<file path="src/rtl/core/nll_pkg.sv">
// ----------------------------------------------------------------------------
// nll_pkg
// Shared types, character codes and scanner helpers for the numeric literal
// length recognizer.
// ----------------------------------------------------------------------------
package nll_pkg;

  // Width of the internal character counters.
  localparam int LEN_W = 16;
  localparam int OUT_LEN_W = 16;
  localparam int CFG_DATA_W = 16;
  localparam int CFG_IDX_W = 1;
  // Wide enough to compare counters against the offset and the output maximum.
  localparam int CMP_W = LEN_W + OUT_LEN_W;

  localparam logic [LEN_W-1:0] LEN_MAX = {LEN_W{1'b1}};

  // Configuration register indexes.
  localparam logic [CFG_IDX_W-1:0] CFG_NUMBER_KIND = 1'd0;
  localparam logic [CFG_IDX_W-1:0] CFG_START_OFFSET = 1'd1;

  // Number kinds. The unused code behaves as unsigned integer.
  localparam logic [1:0] KIND_FLOAT = 2'd0;
  localparam logic [1:0] KIND_SINT = 2'd1;
  localparam logic [1:0] KIND_UINT = 2'd2;

  // Character codes.
  localparam logic [7:0] CH_SPACE = 8'h20;
  localparam logic [7:0] CH_TAB = 8'h09;
  localparam logic [7:0] CH_DOT = 8'h2E;
  localparam logic [7:0] CH_EXP_LO = 8'h65;
  localparam logic [7:0] CH_EXP_UP = 8'h45;
  localparam logic [7:0] CH_MINUS = 8'h2D;
  localparam logic [7:0] CH_PLUS = 8'h2B;
  localparam logic [7:0] CH_ZERO = 8'h30;
  localparam logic [7:0] CH_NINE = 8'h39;

  typedef enum logic [3:0] {
    ST_LEAD,
    ST_SIGN,
    ST_INT,
    ST_DOT0,
    ST_FRAC,
    ST_EXP,
    ST_EXPS,
    ST_EXPD,
    ST_TRAIL,
    ST_DEAD
  } scan_state_t;

  typedef struct packed {
    logic [7:0] char_code;
    logic       last_char;
  } in_item_t;

  typedef struct packed {
    logic [OUT_LEN_W-1:0] match_length;
    logic                 whole_numeric;
  } out_item_t;

  // Result of one scanner step.
  typedef struct packed {
    scan_state_t state;
    logic        accepting;
  } dfa_step_t;

  function automatic logic is_digit(input logic [7:0] c);
    return (c >= CH_ZERO) && (c <= CH_NINE);
  endfunction

  function automatic logic is_blank(input logic [7:0] c);
    return (c == CH_SPACE) || (c == CH_TAB);
  endfunction

  function automatic logic is_exp(input logic [7:0] c);
    return (c == CH_EXP_LO) || (c == CH_EXP_UP);
  endfunction

  function automatic logic is_sign(input logic [7:0] c);
    return (c == CH_PLUS) || (c == CH_MINUS);
  endfunction

endpackage

</file>
<file path="src/rtl/core/nll_dfa.sv">
// ----------------------------------------------------------------------------
// nll_dfa
// One step of the number scanner: next state from the current state, the
// character and the number kind, plus whether the new state accepts.
// ----------------------------------------------------------------------------
module nll_dfa (
  input  nll_pkg::scan_state_t state,
  input  logic [7:0]           char_code,
  input  logic [1:0]           number_kind,
  output nll_pkg::dfa_step_t   step
);
  import nll_pkg::*;

  logic        flt;
  logic        sign_ok;
  logic        dig;
  logic        blank;
  logic        expc;
  logic        sgn;
  logic        dot;
  scan_state_t nxt;

  assign flt   = (number_kind == KIND_FLOAT);
  assign dig   = is_digit(char_code);
  assign blank = is_blank(char_code);
  assign expc  = is_exp(char_code);
  assign sgn   = is_sign(char_code);
  assign dot   = (char_code == CH_DOT);
  // Unsigned integers allow only a plus sign.
  assign sign_ok = (flt || (number_kind == KIND_SINT)) ? sgn : (char_code == CH_PLUS);

  always_comb begin
    unique case (state)
      ST_LEAD, ST_SIGN: begin
        if ((state == ST_LEAD) && blank) nxt = ST_LEAD;
        else if ((state == ST_LEAD) && sign_ok) nxt = ST_SIGN;
        else if (dig) nxt = ST_INT;
        else if (flt && dot) nxt = ST_DOT0;
        else nxt = ST_DEAD;
      end
      ST_INT: begin
        if (dig) nxt = ST_INT;
        else if (flt && dot) nxt = ST_FRAC;
        else if (flt && expc) nxt = ST_EXP;
        else if (blank) nxt = ST_TRAIL;
        else nxt = ST_DEAD;
      end
      ST_DOT0: nxt = dig ? ST_FRAC : ST_DEAD;
      ST_FRAC: begin
        if (dig) nxt = ST_FRAC;
        else if (expc) nxt = ST_EXP;
        else if (blank) nxt = ST_TRAIL;
        else nxt = ST_DEAD;
      end
      ST_EXP: begin
        if (dig) nxt = ST_EXPD;
        else if (sgn) nxt = ST_EXPS;
        else nxt = ST_DEAD;
      end
      ST_EXPS: nxt = dig ? ST_EXPD : ST_DEAD;
      ST_EXPD: begin
        if (dig) nxt = ST_EXPD;
        else if (blank) nxt = ST_TRAIL;
        else nxt = ST_DEAD;
      end
      ST_TRAIL: nxt = blank ? ST_TRAIL : ST_DEAD;
      default:  nxt = ST_DEAD;
    endcase
  end

  assign step.state = nxt;
  assign step.accepting = (nxt == ST_INT) || (nxt == ST_FRAC) ||
                          (nxt == ST_EXPD) || (nxt == ST_TRAIL);

endmodule

</file>
<file path="src/rtl/core/nll_out.sv">
// ----------------------------------------------------------------------------
// nll_out
// Result register: holds one finished result until the consumer takes it.
// ----------------------------------------------------------------------------
module nll_out (
  input  logic               clk,
  input  logic               rst_n,
  input  logic               load,
  input  nll_pkg::out_item_t load_data,
  output logic               out_valid,
  input  logic               out_ready,
  output nll_pkg::out_item_t out_data,
  output logic               room
);
  import nll_pkg::*;

  logic      valid_r;
  logic      valid_nxt;
  out_item_t data_r;

  // A new result may enter when the register is empty or drains this cycle.
  assign room = !valid_r || out_ready;
  assign valid_nxt = load ? 1'b1 : (valid_r && !out_ready);

  always_ff @(posedge clk) begin
    if (!rst_n) begin
      valid_r <= 1'b0;
    end else begin
      valid_r <= valid_nxt;
    end
    if (load) begin
      data_r <= load_data;
    end
  end

  assign out_valid = valid_r;
  assign out_data  = data_r;

endmodule

</file>
<file path="src/rtl/core/numeric_literal_length.sv">
// ----------------------------------------------------------------------------
// numeric_literal_length
// Finds the longest numeric prefix of a character string fed one byte per beat.
// ----------------------------------------------------------------------------
// The result of a string appears on out_valid in the cycle after its last beat
// is accepted.
// Throughput: one character beat per cycle while the result register has room;
// the scanner step lies between the string-state and the result registers.
// Reset (synchronous, rst_n low): number_kind and start_offset return to zero,
// the scanner returns to the leading blank state and the result register empties.
module numeric_literal_length (
  input  logic                               clk,
  input  logic                               rst_n,
  input  logic                               in_valid,
  output logic                               in_ready,
  input  nll_pkg::in_item_t                  in_data,
  output logic                               out_valid,
  input  logic                               out_ready,
  output nll_pkg::out_item_t                 out_data,
  input  logic                               cfg_we,
  input  logic [nll_pkg::CFG_IDX_W-1:0]      cfg_index,
  input  logic [nll_pkg::CFG_DATA_W-1:0]     cfg_wdata
);
  import nll_pkg::*;

  // Configuration registers.
  logic [1:0]            number_kind_r;
  logic [CFG_DATA_W-1:0] start_offset_r;

  // Per-string state.
  scan_state_t           state_r;
  scan_state_t           state_nxt;
  logic                  started_r;
  logic                  started_nxt;
  logic [LEN_W-1:0]      seen_r;
  logic [LEN_W-1:0]      seen_nxt;
  logic [LEN_W-1:0]      acc_len_r;
  logic [LEN_W-1:0]      acc_len_nxt;

  logic                  accept_in;
  logic                  begin_now;
  logic [LEN_W-1:0]      count_base;
  logic [LEN_W-1:0]      count_inc;
  logic [CMP_W-1:0]      acc_ext;
  logic                  room;
  logic                  load;
  dfa_step_t             step;
  out_item_t             result;

  assign accept_in = in_valid && in_ready;
  assign in_ready  = room;

  // Recognition starts once start_offset characters have gone by. The counter
  // restarts at zero for the first recognized character.
  assign begin_now  = !started_r && (CMP_W'(seen_r) >= CMP_W'(start_offset_r));
  assign started_nxt = started_r || begin_now;
  assign count_base = begin_now ? '0 : seen_r;
  assign count_inc  = (count_base == LEN_MAX) ? LEN_MAX : count_base + 1'b1;

  nll_dfa u_dfa (
    .state       (state_r),
    .char_code   (in_data.char_code),
    .number_kind (number_kind_r),
    .step        (step)
  );

  // While still skipping, the scanner stays put and only the counter moves.
  always_comb begin
    seen_nxt    = count_inc;
    state_nxt   = state_r;
    acc_len_nxt = acc_len_r;
    if (started_nxt) begin
      state_nxt = step.state;
      if (step.accepting) begin
        acc_len_nxt = count_inc;
      end
    end
  end

  // The reported length saturates at the output field's maximum.
  assign acc_ext = CMP_W'(acc_len_nxt);
  assign result.match_length  = (acc_ext > CMP_W'({OUT_LEN_W{1'b1}})) ?
                                {OUT_LEN_W{1'b1}} : acc_ext[OUT_LEN_W-1:0];
  assign result.whole_numeric = started_nxt && step.accepting;

  assign load = accept_in && in_data.last_char;

  nll_out u_out (
    .clk       (clk),
    .rst_n     (rst_n),
    .load      (load),
    .load_data (result),
    .out_valid (out_valid),
    .out_ready (out_ready),
    .out_data  (out_data),
    .room      (room)
  );

  always_ff @(posedge clk) begin
    if (!rst_n) begin
      number_kind_r  <= KIND_FLOAT;
      start_offset_r <= '0;
      state_r        <= ST_LEAD;
      started_r      <= 1'b0;
      seen_r         <= '0;
      acc_len_r      <= '0;
    end else begin
      if (cfg_we) begin
        unique case (cfg_index)
          CFG_NUMBER_KIND:  number_kind_r  <= cfg_wdata[1:0];
          CFG_START_OFFSET: start_offset_r <= cfg_wdata;
          default: ;
        endcase
      end
      // The last character of a string clears the string state for the next.
      if (accept_in) begin
        if (in_data.last_char) begin
          state_r   <= ST_LEAD;
          started_r <= 1'b0;
          seen_r    <= '0;
          acc_len_r <= '0;
        end else begin
          state_r   <= state_nxt;
          started_r <= started_nxt;
          seen_r    <= seen_nxt;
          acc_len_r <= acc_len_nxt;
        end
      end
    end
  end

endmodule

</file>
<file path="config.mk">
export PLATFORM = sky130hd
export DESIGN_NAME = numeric_literal_length
export DESIGN_NICKNAME = d
export VERILOG_FILES = /design/src/rtl/core/nll_pkg.sv /design/src/rtl/core/nll_dfa.sv /design/src/rtl/core/nll_out.sv /design/src/rtl/core/numeric_literal_length.sv
export SDC_FILE = /design/constraint.sdc
export NUM_CORES = 1
export LEC_CHECK = 0
export ABC_AREA = 1
export ABC_CLOCK_PERIOD_IN_PS = 4050
export CORE_MARGIN = 5
export CORE_UTILIZATION = 25
export CTS_CLUSTER_SIZE = 30
export DETAILED_ROUTE_END_ITERATION = 10
export DONT_BUFFER_PORTS = 1
export PLACE_DENSITY = 0.4
export RECOVER_POWER = 100
export SLEW_MARGIN = 5
export SYNTH_ARGS = -nofsm -noshare
export SYNTH_HDL_FRONTEND = slang
export SYNTH_HIERARCHICAL = 1
export SYNTH_SLANG_ARGS = --single-unit
</file>
<file path="constraint.sdc">
create_clock -name clk -period 4.05 [get_ports clk]
set_input_delay 0.81 -clock clk [delete_from_list [all_inputs] [get_ports clk]]
set_output_delay 0.81 -clock clk [all_outputs]
set_load 0.01 [all_outputs]
</file>
# Word level (Yosys, flattened, before mapping)

Cells that the tools add are included.

Output and inout bits: 19
Input port bits: 31
Register bits: 73

Equal/unequal tests: 21
Bitwise operators: 1
Reduce and logical (&&, ||, !) cells: 29
Order comparisons: 4
Muxes and demuxes: 27
Add/subtract/negate cells: 1

Operators with widths:

| kind                                                               | count |
|---|---|
| two-way mux 16 bit                                                 | 6 |
| two-way mux 4 bit                                                  | 16 |
| equality test 8 x 6 -> 1 bit (second input constant)               | 4 |
| one-hot mux 4 bit (8 select lines)                                 | 1 |
| equality test 4 x 3 -> 1 bit (second input constant)               | 6 |
| adder 16 x 1 -> 16 bit (second input constant)                     | 1 |
| equality test 16 bit (second input constant)                       | 1 |
| equality test 8 x 7 -> 1 bit (second input constant)               | 2 |
| greater-or-equal comparator 16 bit                                 | 1 |
| greater-than comparator 16 bit (second input constant)             | 1 |
| equality test 4 x 2 -> 1 bit (second input constant)               | 3 |
| logical AND 1 bit                                                  | 10 |
| logical OR 1 bit                                                   | 9 |
| equality test 4 bit (second input constant)                        | 2 |
| equality test 8 x 4 -> 1 bit (second input constant)               | 1 |
| greater-or-equal comparator 8 x 6 -> 1 bit (second input constant) | 1 |
| less-or-equal comparator 8 x 6 -> 1 bit (second input constant)    | 1 |
| AND reduction 2 bit                                                | 3 |
| equality test 4 x 1 -> 1 bit (second input constant)               | 1 |
| zero test 4 bit                                                    | 1 |
| two-way mux 1 bit                                                  | 4 |
| zero test 1 bit                                                    | 3 |
| equality test 2 x 1 -> 1 bit (second input constant)               | 1 |
| zero test 2 bit                                                    | 1 |
| 3 further kinds                                                    | 3 |

# Depth between registers and ports, before layout

Gate-level depths: netlist of run 1.

Word-level depth: 14
Mapped depth: 26
Mapped depth without buffers: 24

# Cells and area by module

Netlist of run 1, hierarchy kept.

Modules (own cells, without submodules):

| module                 | times used | seq. area each (um^2) | cells each | area an instance (um^2) |
|---|---|---|---|---|
| numeric_literal_length | 1          | 1101.1                | 471        | 3331.9 |
| nll_dfa                | 1          | 0.0                   | 119        | 596.8 |
| nll_out                | 1          | 530.5                 | 23         | 556.8 |

# Least setup slack after synthesis of run 1

OpenSTA, ideal clock, no wires.

Path kind: register -> register
Start: reg seen_r[2]
End: reg u_out.data_r (netlist bit u_out/out_data[13]) (data pin)
Path buffers: 2
Arrival time: 2729 ps
Setup time: 255 ps
Stages on the path, launching flop included: 24
Clock period less this slack: 2983 ps
Path slack: 1067 ps
Cell sequence: dfxtp_1 -> ha_1 -> nand2_1 -> nor2_1 -> nor2_1 -> nand2_1 -> nand2_1 -> nand2_1 -> nand2_2 -> nand2_4 -> nand2_8 -> buf_6 -> buf_6 -> inv_2 -> nor2_1 -> ha_1 -> nand2_1 -> nor2_2 -> nand2_1 -> nor2_1 -> nand2_1 -> nand2_1 -> nand3_1 -> and2_1

Longest elaborated chain between the ends: 8
Elaborated cells on any way between the ends: 10

Ends and longest elaborated chain:

| element                                                        | RTL line                      | source |
|---|---|---|
| from (decl)                                                    | numeric_literal_length.sv:35  | `logic [LEN_W-1:0] seen_r;` |
| from (signal assigned)                                         | numeric_literal_length.sv:125 | `seen_r <= seen_nxt;` |
| greater-or-equal comparator 16 bit                             | numeric_literal_length.sv:55  | `assign begin_now = !started_r && (CMP_W'(seen_r) >= CMP_W'(start_offset_r));` |
| logical AND 1 bit                                              | numeric_literal_length.sv:55  |  |
| two-way mux 16 bit                                             | numeric_literal_length.sv:57  | `assign count_base = begin_now ? '0 : seen_r;` |
| adder 16 x 1 -> 16 bit or equality test 16 bit (tied branches) | numeric_literal_length.sv:58  | `assign count_inc = (count_base == LEN_MAX) ? LEN_MAX : count_base + 1'b1;` |
| two-way mux 16 bit                                             | numeric_literal_length.sv:58  |  |
| two-way mux 16 bit                                             | numeric_literal_length.sv:74  | `if (step.accepting) begin` |
| two-way mux 16 bit (*)                                         | numeric_literal_length.sv:72  | `if (started_nxt) begin` |
| greater-than comparator 16 bit                                 | numeric_literal_length.sv:82  | `assign result.match_length = (acc_ext > CMP_W'({OUT_LEN_W{1'b1}})) ?` |
| to (signal assigned)                                           | nll_out.sv:32                 | `data_r <= load_data;` |
| to (decl)                                                      | nll_out.sv:19                 | `out_item_t data_r;` |

Mark *: on every way between the ends. The rest lies on a longest branch, timed or not.
A chain may end at the register's enable or synchronous reset.

# Worst setup path in the final report of run 1

Start: in out_ready
End: reg acc_len_r[10]

Longest elaborated chain between the ends: 2

Ends and longest elaborated chain:

| element              | RTL line                      | source |
|---|---|---|
| from (decl)          | numeric_literal_length.sv:18  | `input logic out_ready,` |
| logical OR 1 bit     | nll_out.sv:22                 | `assign room = !valid_r \|\| out_ready;` |
| net in_ready         | numeric_literal_length.sv:15  | `output logic in_ready,` |
| logical AND 1 bit    | numeric_literal_length.sv:50  | `assign accept_in = in_valid && in_ready;` |
| to (signal assigned) | numeric_literal_length.sv:126 | `acc_len_r <= acc_len_nxt;` |
| to (decl)            | numeric_literal_length.sv:37  | `logic [LEN_W-1:0] acc_len_r;` |

The timed path passes the listed nets, and every way through them passes these cells.

==> impl_results.md, run 1 <==
- Post-synth top area share: 0.250
- Worst hold margin: 0.462 ns
- Clk pwr share: 0.475
- CP delay by family, top: buffers and inverters
- Final setup fails: 0
- Worst hold path type: reg -> reg
- Fmax: 290 MHz
- Synth area leader: dfxtp_1
- Internal: 0.00133 W
- First-pass GRT wire length: 19700 um
- Failing checks: capacitance limit, slew limit
- Minimum clock period: 3.45 ns
- Final wirelength: 12200 um
- CTS tree: built
- Netlist cell types: 39
- GR Layer Usage met2: 0.211
- Syn_area_per_cell: 7.32 sq um
- Area delta synth->final: 10.4%
- Hold Fails Final Rpt: 0
- Largest net degree at the start of global routing: 38
- Worst Tran Pin Value: 1.76 ns
- DP HPWL: 9360 um
- Sw Share: 0.241
- Number of I/O port buffers: 0
- Busiest grt layer: met2
- Max Cap Viol: 1
- Post-CTS Setup Inserts: 0
- H-tree Lvls: 3
- Drt pass-1 iters: 4
- Status: finished, violations left
- Yosys warns: 6
- WP buf/inv: 3
- Clock Latency Late Sink: 0.34 ns
- Top cells by area, synth: dfxtp_1 (25%), nand2_1 (12%), edfxtp_1 (11%)
- Sw Pwr: 0.000420 W
- CP required: 4.24 ns
- Logic pwr share: 0.078
- RSZ-0062 raised after global routing: no
- TritonCTS buffer count: 9
- Worst-path cell chain: inv_1 -> nand2_1 -> nand2_1 -> clkbuf_1 -> nor2_1 -> clkbuf_1 -> nand3_1 -> a21oi_1
- Clock tree buffer depth: 2
- Die X: 144 um
- Starting Density: 0.251
- Crit. End Element: flop
- DRT iter0 DRCs: 154
- CP max FO: 35
- Residual DRC: 0
- Post-synthesis sequential area ratio: 0.364
- Io pins: 50
- GPL Wtd Cong: 0.944
- CTS Sinks: 73
- Max rail drop VDD: 0.000216 V
- Routed len/inst: 14.5 um
- Fin nets: 657
- Pins Over Slew Limit: 36
- Slew headroom: -0.175
- Gr ovfl total: 0
- Number of global-route vias before repair: 3804
- Critical-path top delay cell: clkbuf_1
- CTS resizes: 0
- Crit start category: input port
- Slowest stage delay, CP: 1.26 ns
- # hold bufs at CTS: 0
- Layout cells sized above 1: 0.148
- Power Dens Cells: 353 mW/mm^2
- CORE AREA: 0.0178 sq mm
- Die area: 0.0207 sq mm
- Met3 usage: 0.0346
- Via/cell ratio: 4.54
- Post-Route Skew: 0.00674 ns
- Lkg Pwr: 1.97 nW
- Synth Cell Area: 0.00449 sq mm
- Ant diodes: 0
- Vias: 3831
- CTS root buffer: clkbuf_16
- GRT met1 Usage: 0.145
- CP arrival: 3.64 ns
- Syn nets: 661
- Post-Synthesis Cells: 613
- Clock Pin Slew Worst Setup and Hold Paths: 0.06 ns
- Tot Pwr: 0.00175 W
- Antenna-violating nets left: 0
- Critical setup path kind: in -> reg
- Initial antenna violation count: 0
- Global-route usage over all layers: 0.122
- Row cnt: 49
- Sequential share of power: 0.447
- Setup TNS: 0 ns
- Die H: 144 um
- Synth Register Bits: 73
- Final Cycle Share: 0.852
[registers in the layout, indices dropped and copies added (netlist names)]
signal,count
u_out/out_data,17
acc_len_r,16
seen_r,16
start_offset_r,16
state_r,4
number_kind_r,2
started_r,1
u_out/out_valid,1
[power groups by stage]
stage / sequential (W) / combinational [W] / clock (W)
after floorplan: 0.000792 / 0.000115 / 0
after global placement: 0.000796 / 0.000143 / 0
after detailed placement: 0.000796 / 0.000144 / 0
after CTS: 0.000780 / 0.000145 / 0.000860
after global routing: 0.000782 / 0.000157 / 0.000889
final: 0.000780 / 0.000136 / 0.000830
[placed cells by master (no fill, tap or decap), types with 11 or more instances in the layout]
cell       synthesis  routed
nand4_1           13      14
or2_2             13      13
nand3_1           43      47
nand2_1          148     151
nor2_1            48      50
o21ai_0           23      24
clkbuf_16          0      11
inv_1             55      55
edfxtp_1          17      17
ha_1              17      17
inv_2             12      12
a21oi_1           57      57
dfxtp_1           56      56
[worst register-to-register path: cells and delay by family (launching register included)]
| kind | cells | cell delay, ns |
|---|---|---|
| flip-flops | 1 | 0.49 |
| buffers and inverters | 1 | 0.09 |
| adder cells (fa/ha/maj) | 2 | 0.56 |
| AND/OR/NAND/NOR | 10 | 1.69 |
| AO/OA/AOI/OAI | 3 | 0.41 |
[kinds of logic (layout without fill, tap and decap cells)]
| group | Yosys count | in the layout | share of synthesized area |
|---|---|---|---|
| DFF | 73 | 73 | 0.364 |
| AOI/OAI and AO/OA | 105 | 105 | 0.135 |
| buffers and inverters | 89 | 90 | 0.0814 |
| xor gates and xnor gates | 5 | 5 | 0.00976 |
| and+or+nand+nor | 324 | 324 | 0.363 |
| adders and majority gates | 17 | 17 | 0.0474 |
[path summary, 6_finish.rpt]
kind / start / to / slack, ns / cells past startpoint
min: start_offset_r[12] / start_offset_r[12] / 0.46 / 2
min reg2reg: start_offset_r[12] / start_offset_r[12] / 0.46 / 2
max: out_ready / acc_len_r[10] / 0.60 / 8
max reg2reg: seen_r[15] / u_out/out_data[11] / 0.65 / 16
[stage by stage]
step / instances / worst slack, ns / cell area, sq um / util
final: 843 / 0.599 / 4950 / 0.278
after detailed placement: 827 / 0.624 / 4710 / 0.264
after floorplan: 613 / 1.07 / 4490 / -
after global routing: 843 / 0.238 / 4950 / 0.278
after CTS: 843 / 0.733 / 5030 / 0.282
after global placement: 827 / 0.625 / 4710 / 0.264
[Yosys cell counts, drive strengths merged]
cell type / count
or2: 13
xnor2: 2
a31oi: 6
dfxtp: 56
ha: 17
a21boi: 3
o21ai: 30
nor3: 4
nand3: 54
clkinv: 1
buf: 7
and2: 9
inv: 67
clkbuf: 14
nand4: 17
a21oi: 64
o211ai: 1
xor2: 3
o21a: 1
edfxtp: 17
nor2: 63
nand2: 164
[routing by layer]
metal | up-vias | part of all wire
li1 | 2007 | -
met1 | 1731 | 0.44
met2 | 77 | 0.50
met3 | 16 | 0.045
met4 | 0 | 0.018
met5 | - | 0
[layout make-up]
| cell class | count | area (sq um) |
|---|---|---|
| Sequential cell | 73 | 1630 |
| Clock inverter | 3 | 17.5 |
| Multi-Input combinational cell | 451 | 2430 |
| Clock buffer | 13 | 303 |
| Tap cell | 229 | 287 |
| Inverter | 68 | 255 |
| Timing Repair Buffer | 6 | 27.5 |
| Fill cell | 1965 | 12900 |
(Power assumes the default switching activity.)
==> run 2: changes to the inputs <==
--- a/config.mk
+++ b/config.mk
@@ -13,7 +13,6 @@
 export DETAILED_ROUTE_END_ITERATION = 10
 export DONT_BUFFER_PORTS = 1
 export PLACE_DENSITY = 0.4
-export RECOVER_POWER = 100
 export SLEW_MARGIN = 5
 export SYNTH_ARGS = -nofsm -noshare
 export SYNTH_HDL_FRONTEND = slang
==> run 2 against run 1 <==
Compared with the run above: the run now ends clean; setup slack improved by 0.16 ns; hold slack got worse by 0.00069 ns; non-clock buffer count did not move; maximum frequency rose by 5.0%; die area did not move; register-to-register slack improved by 0.11 ns; final cell count did not move; final area rose by 1.6%; combinational power rose by 4%; count of clock-buffer cells in the layout did not move; flip-flop and latch count did not move; total power rose by 0.35%; critical path type is now reg -> reg; highest routed layer unchanged.
==> impl_results.md, run 2 (synthesized netlist as in run 1, its figures left out) <==
- Status: complete, no violations
- CORE AREA: 0.0178 sq mm (unchanged)
- Clock tree buffer depth: 2 (unchanged)
- CP arrival: 3.38 ns (-0.26 ns)
- Area delta synth->final: 12.2%
- CTS tree: built
- CTS Sinks: 73 (unchanged)
- Clk pwr share: 0.475 (about the same)
- Final wirelength: 12200 um (-0.31%)
- Max reg flops: 17 (unchanged)
- First-pass GRT wire length: 19700 um (unchanged)
- Layout cells sized above 1: 0.179 (+0.0309)
- Slowest stage delay, CP: 0.48 ns (-0.78 ns)
- CP delay by family, top: simple AND/OR/NAND/NOR gates
- Die H: 144 um (unchanged)
- Fmax: 304 MHz (+5.0%)
- Final Cycle Share: 0.812 (-0.0403)
- Number of global-route vias before repair: 3804 (unchanged)
- Fin nets: 657 (unchanged)
- Antenna-violating nets left: 0 (unchanged)
- Die area: 0.0207 sq mm (unchanged)
- Number of I/O port buffers: 0 (unchanged)
- Reg-to-Reg Start: seen_r[15]
- Commonest non-fill, non-tap cells in the layout: nand2_1 (148), a21oi_1 (57), dfxtp_1 (56)
- Hold Fails Final Rpt: 0 (unchanged)
- Pins Over Slew Limit: 0 (-100%)
- # hold bufs at CTS: 0 (unchanged)
- Worst Tran Pin Value: 0.839 ns (-0.923 ns)
- H-tree Lvls: 3 (unchanged)
- GPL Wtd Cong: 0.944 (unchanged)
- RSZ-0062 raised after global routing: no
- CP max FO: 28 (-20%)
- Critical setup path kind: reg -> reg
- Vias: 3833 (+0.052%)
- Lkg Pwr: 2.00 nW (+1.2%)
- Via/cell ratio: 4.55 (about the same)
- Commonest non-fill, non-tap cell in the layout: nand2_1
- Worst hold path type: reg -> reg
- Io pins: 50 (unchanged)
- Hold Crit Depth: 2 (unchanged)
- Sw Share: 0.242 (+0.00129)
- Post-Route Skew: 0.00690 ns (+0.000164 ns)
- Residual DRC: 0 (unchanged)
- Global-route usage over all layers: 0.122 (unchanged)
- Slew headroom: 0.439 (+0.614)
- Critical-path top delay cell: dfxtp_1
- Initial antenna violation count: 0 (unchanged)
- Worst hold endpoint: acc_len_r[13]
- Sw Pwr: 0.000424 W (+0.89%)
- Final setup fails: 0 (unchanged)
- Max rail drop VDD: 0.000217 V (+0.39%)
- Clock Latency Late Sink: 0.34 ns (about the same)
- CTS root buffer: clkbuf_16
- Crit start category: flop
- Non-Filler Instances: 843 (unchanged)
- Power Dens Cells: 348 mW/mm^2 (-1.2%)
- Gr ovfl total: 0 (unchanged)
- WP buf/inv: 1 (-2)
- Crit. End Element: flop
- Worst-path cell chain: ha_1 -> a21oi_1 -> o21ai_1 -> a21oi_2 -> nand2_4 -> nand2_8 -> inv_2 -> nor2_1 -> ha_1 -> nand2_1 -> nor2_2 -> nand2_1 -> nor2_1 -> nand2_1 -> nand2_1 -> nand3_1 -> and2_1
- Die X: 144 um (unchanged)
- Worst reg-to-reg setup slack: 0.76 ns (+0.11 ns)
- Sequential share of power: 0.445 (-0.002)
- TritonCTS buffer count: 9 (unchanged)
- Logic pwr share: 0.081 (+0.003)
- Minimum clock period: 3.29 ns (-0.163 ns)
- Crit-path most repeated cell: nand2_1
- R2R Path End: u_out/out_data[13]
- Internal: 0.00133 W (+0.18%)
- CTS resizes: 0 (unchanged)
- Post-CTS Setup Inserts: 0 (unchanged)
- Placed insts: 827 (unchanged)
- Number of fill cells: 1945 (-1.0%)
- Row cnt: 49 (unchanged)
- Largest net degree at the start of global routing: 38 (unchanged)
- Drt pass-1 iters: 6 (+2)
- Worst hold start: acc_len_r[13]
- Routed len/inst: 14.5 um (-0.31%)
- CP required: 4.14 ns (-0.10 ns)
- FF-to-FF path depth: 17 (+1)
- DRT iter0 DRCs: 153 (-0.65%)
- Clock Pin Slew Worst Setup and Hold Paths: 0.06 ns (about the same)
- Setup TNS: 0 ns (unchanged)
- Max Cap Viol: 0 (-1)
- Ant diodes: 0 (unchanged)
- DP HPWL: 9360 um (unchanged)
- Starting Density: 0.251 (unchanged)
run 2: tightest hold or removal path, stage by stage (launching register included):
cell,delay (ns)
dfxtp_1,0.30
nand2_1,0.06
a21oi_1,0.05
run 2: final cells by class:
cell class / count / area, sq um / share of cell area
repair buffers: 6 / 45.0 / 0.00895
clock buffers: 13 / 303 / 0.0602
clock inverters: 3 / 17.5 / 0.00348
multi-input cells: 451 / 2490 / 0.496
inverters: 68 / 255 / 0.0507
flip-flops and latches: 73 / 1630 / 0.324
well taps: 229 / 287 / 0.0569
run 2: how the worst max path moves through the flow:
stage                               endpoint  depth (start not counted)        from  slack, ns
after global routing      u_out/out_data[13]                         21   seen_r[2]       0.46
after floorplan           u_out/out_data[13]                         23   seen_r[2]       1.07
after detailed placement  u_out/out_data[10]                         14  in_data[7]       0.62
after CTS                 u_out/out_data[13]                         17  seen_r[15]       0.73
after global placement    u_out/out_data[10]                         14  in_data[7]       0.62
final                     u_out/out_data[13]                         17  seen_r[15]       0.76
run 2: stage by stage:
stage | total power [W] | hold WS, ns | instance area, sq um | utilization | worst slack, ns
3_3_place_gp | 0.000939 | 0.447 | 4710 | 0.264 | 0.625
5_1_grt | 0.00183 | 0.468 | 5030 | 0.282 | 0.460
6_report | 0.00175 | 0.461 | 5030 | 0.282 | 0.762
4_1_cts | 0.00179 | 0.460 | 5030 | 0.282 | 0.733
2_1_floorplan | 0.000907 | 0.435 | 4490 | - | 1.07
3_5_place_dp | 0.000941 | 0.451 | 4710 | 0.264 | 0.624
run 2: power by group through the flow:
stage | clock network (W) | registers [W] | logic [W]
2_1_floorplan | 0 | 0.000792 | 0.000115
3_3_place_gp | 0 | 0.000796 | 0.000143
3_5_place_dp | 0 | 0.000796 | 0.000144
4_1_cts | 0.000860 | 0.000780 | 0.000145
5_1_grt | 0.000889 | 0.000782 | 0.000161
6_report | 0.000832 | 0.000780 | 0.000141
run 2: layer usage:
layer / track usage / part of all wire
met4: 0.0411 / 0.016
met3: 0.0346 / 0.048
met5: 0 / 0
met2: 0.211 / 0.50
met1: 0.145 / 0.44
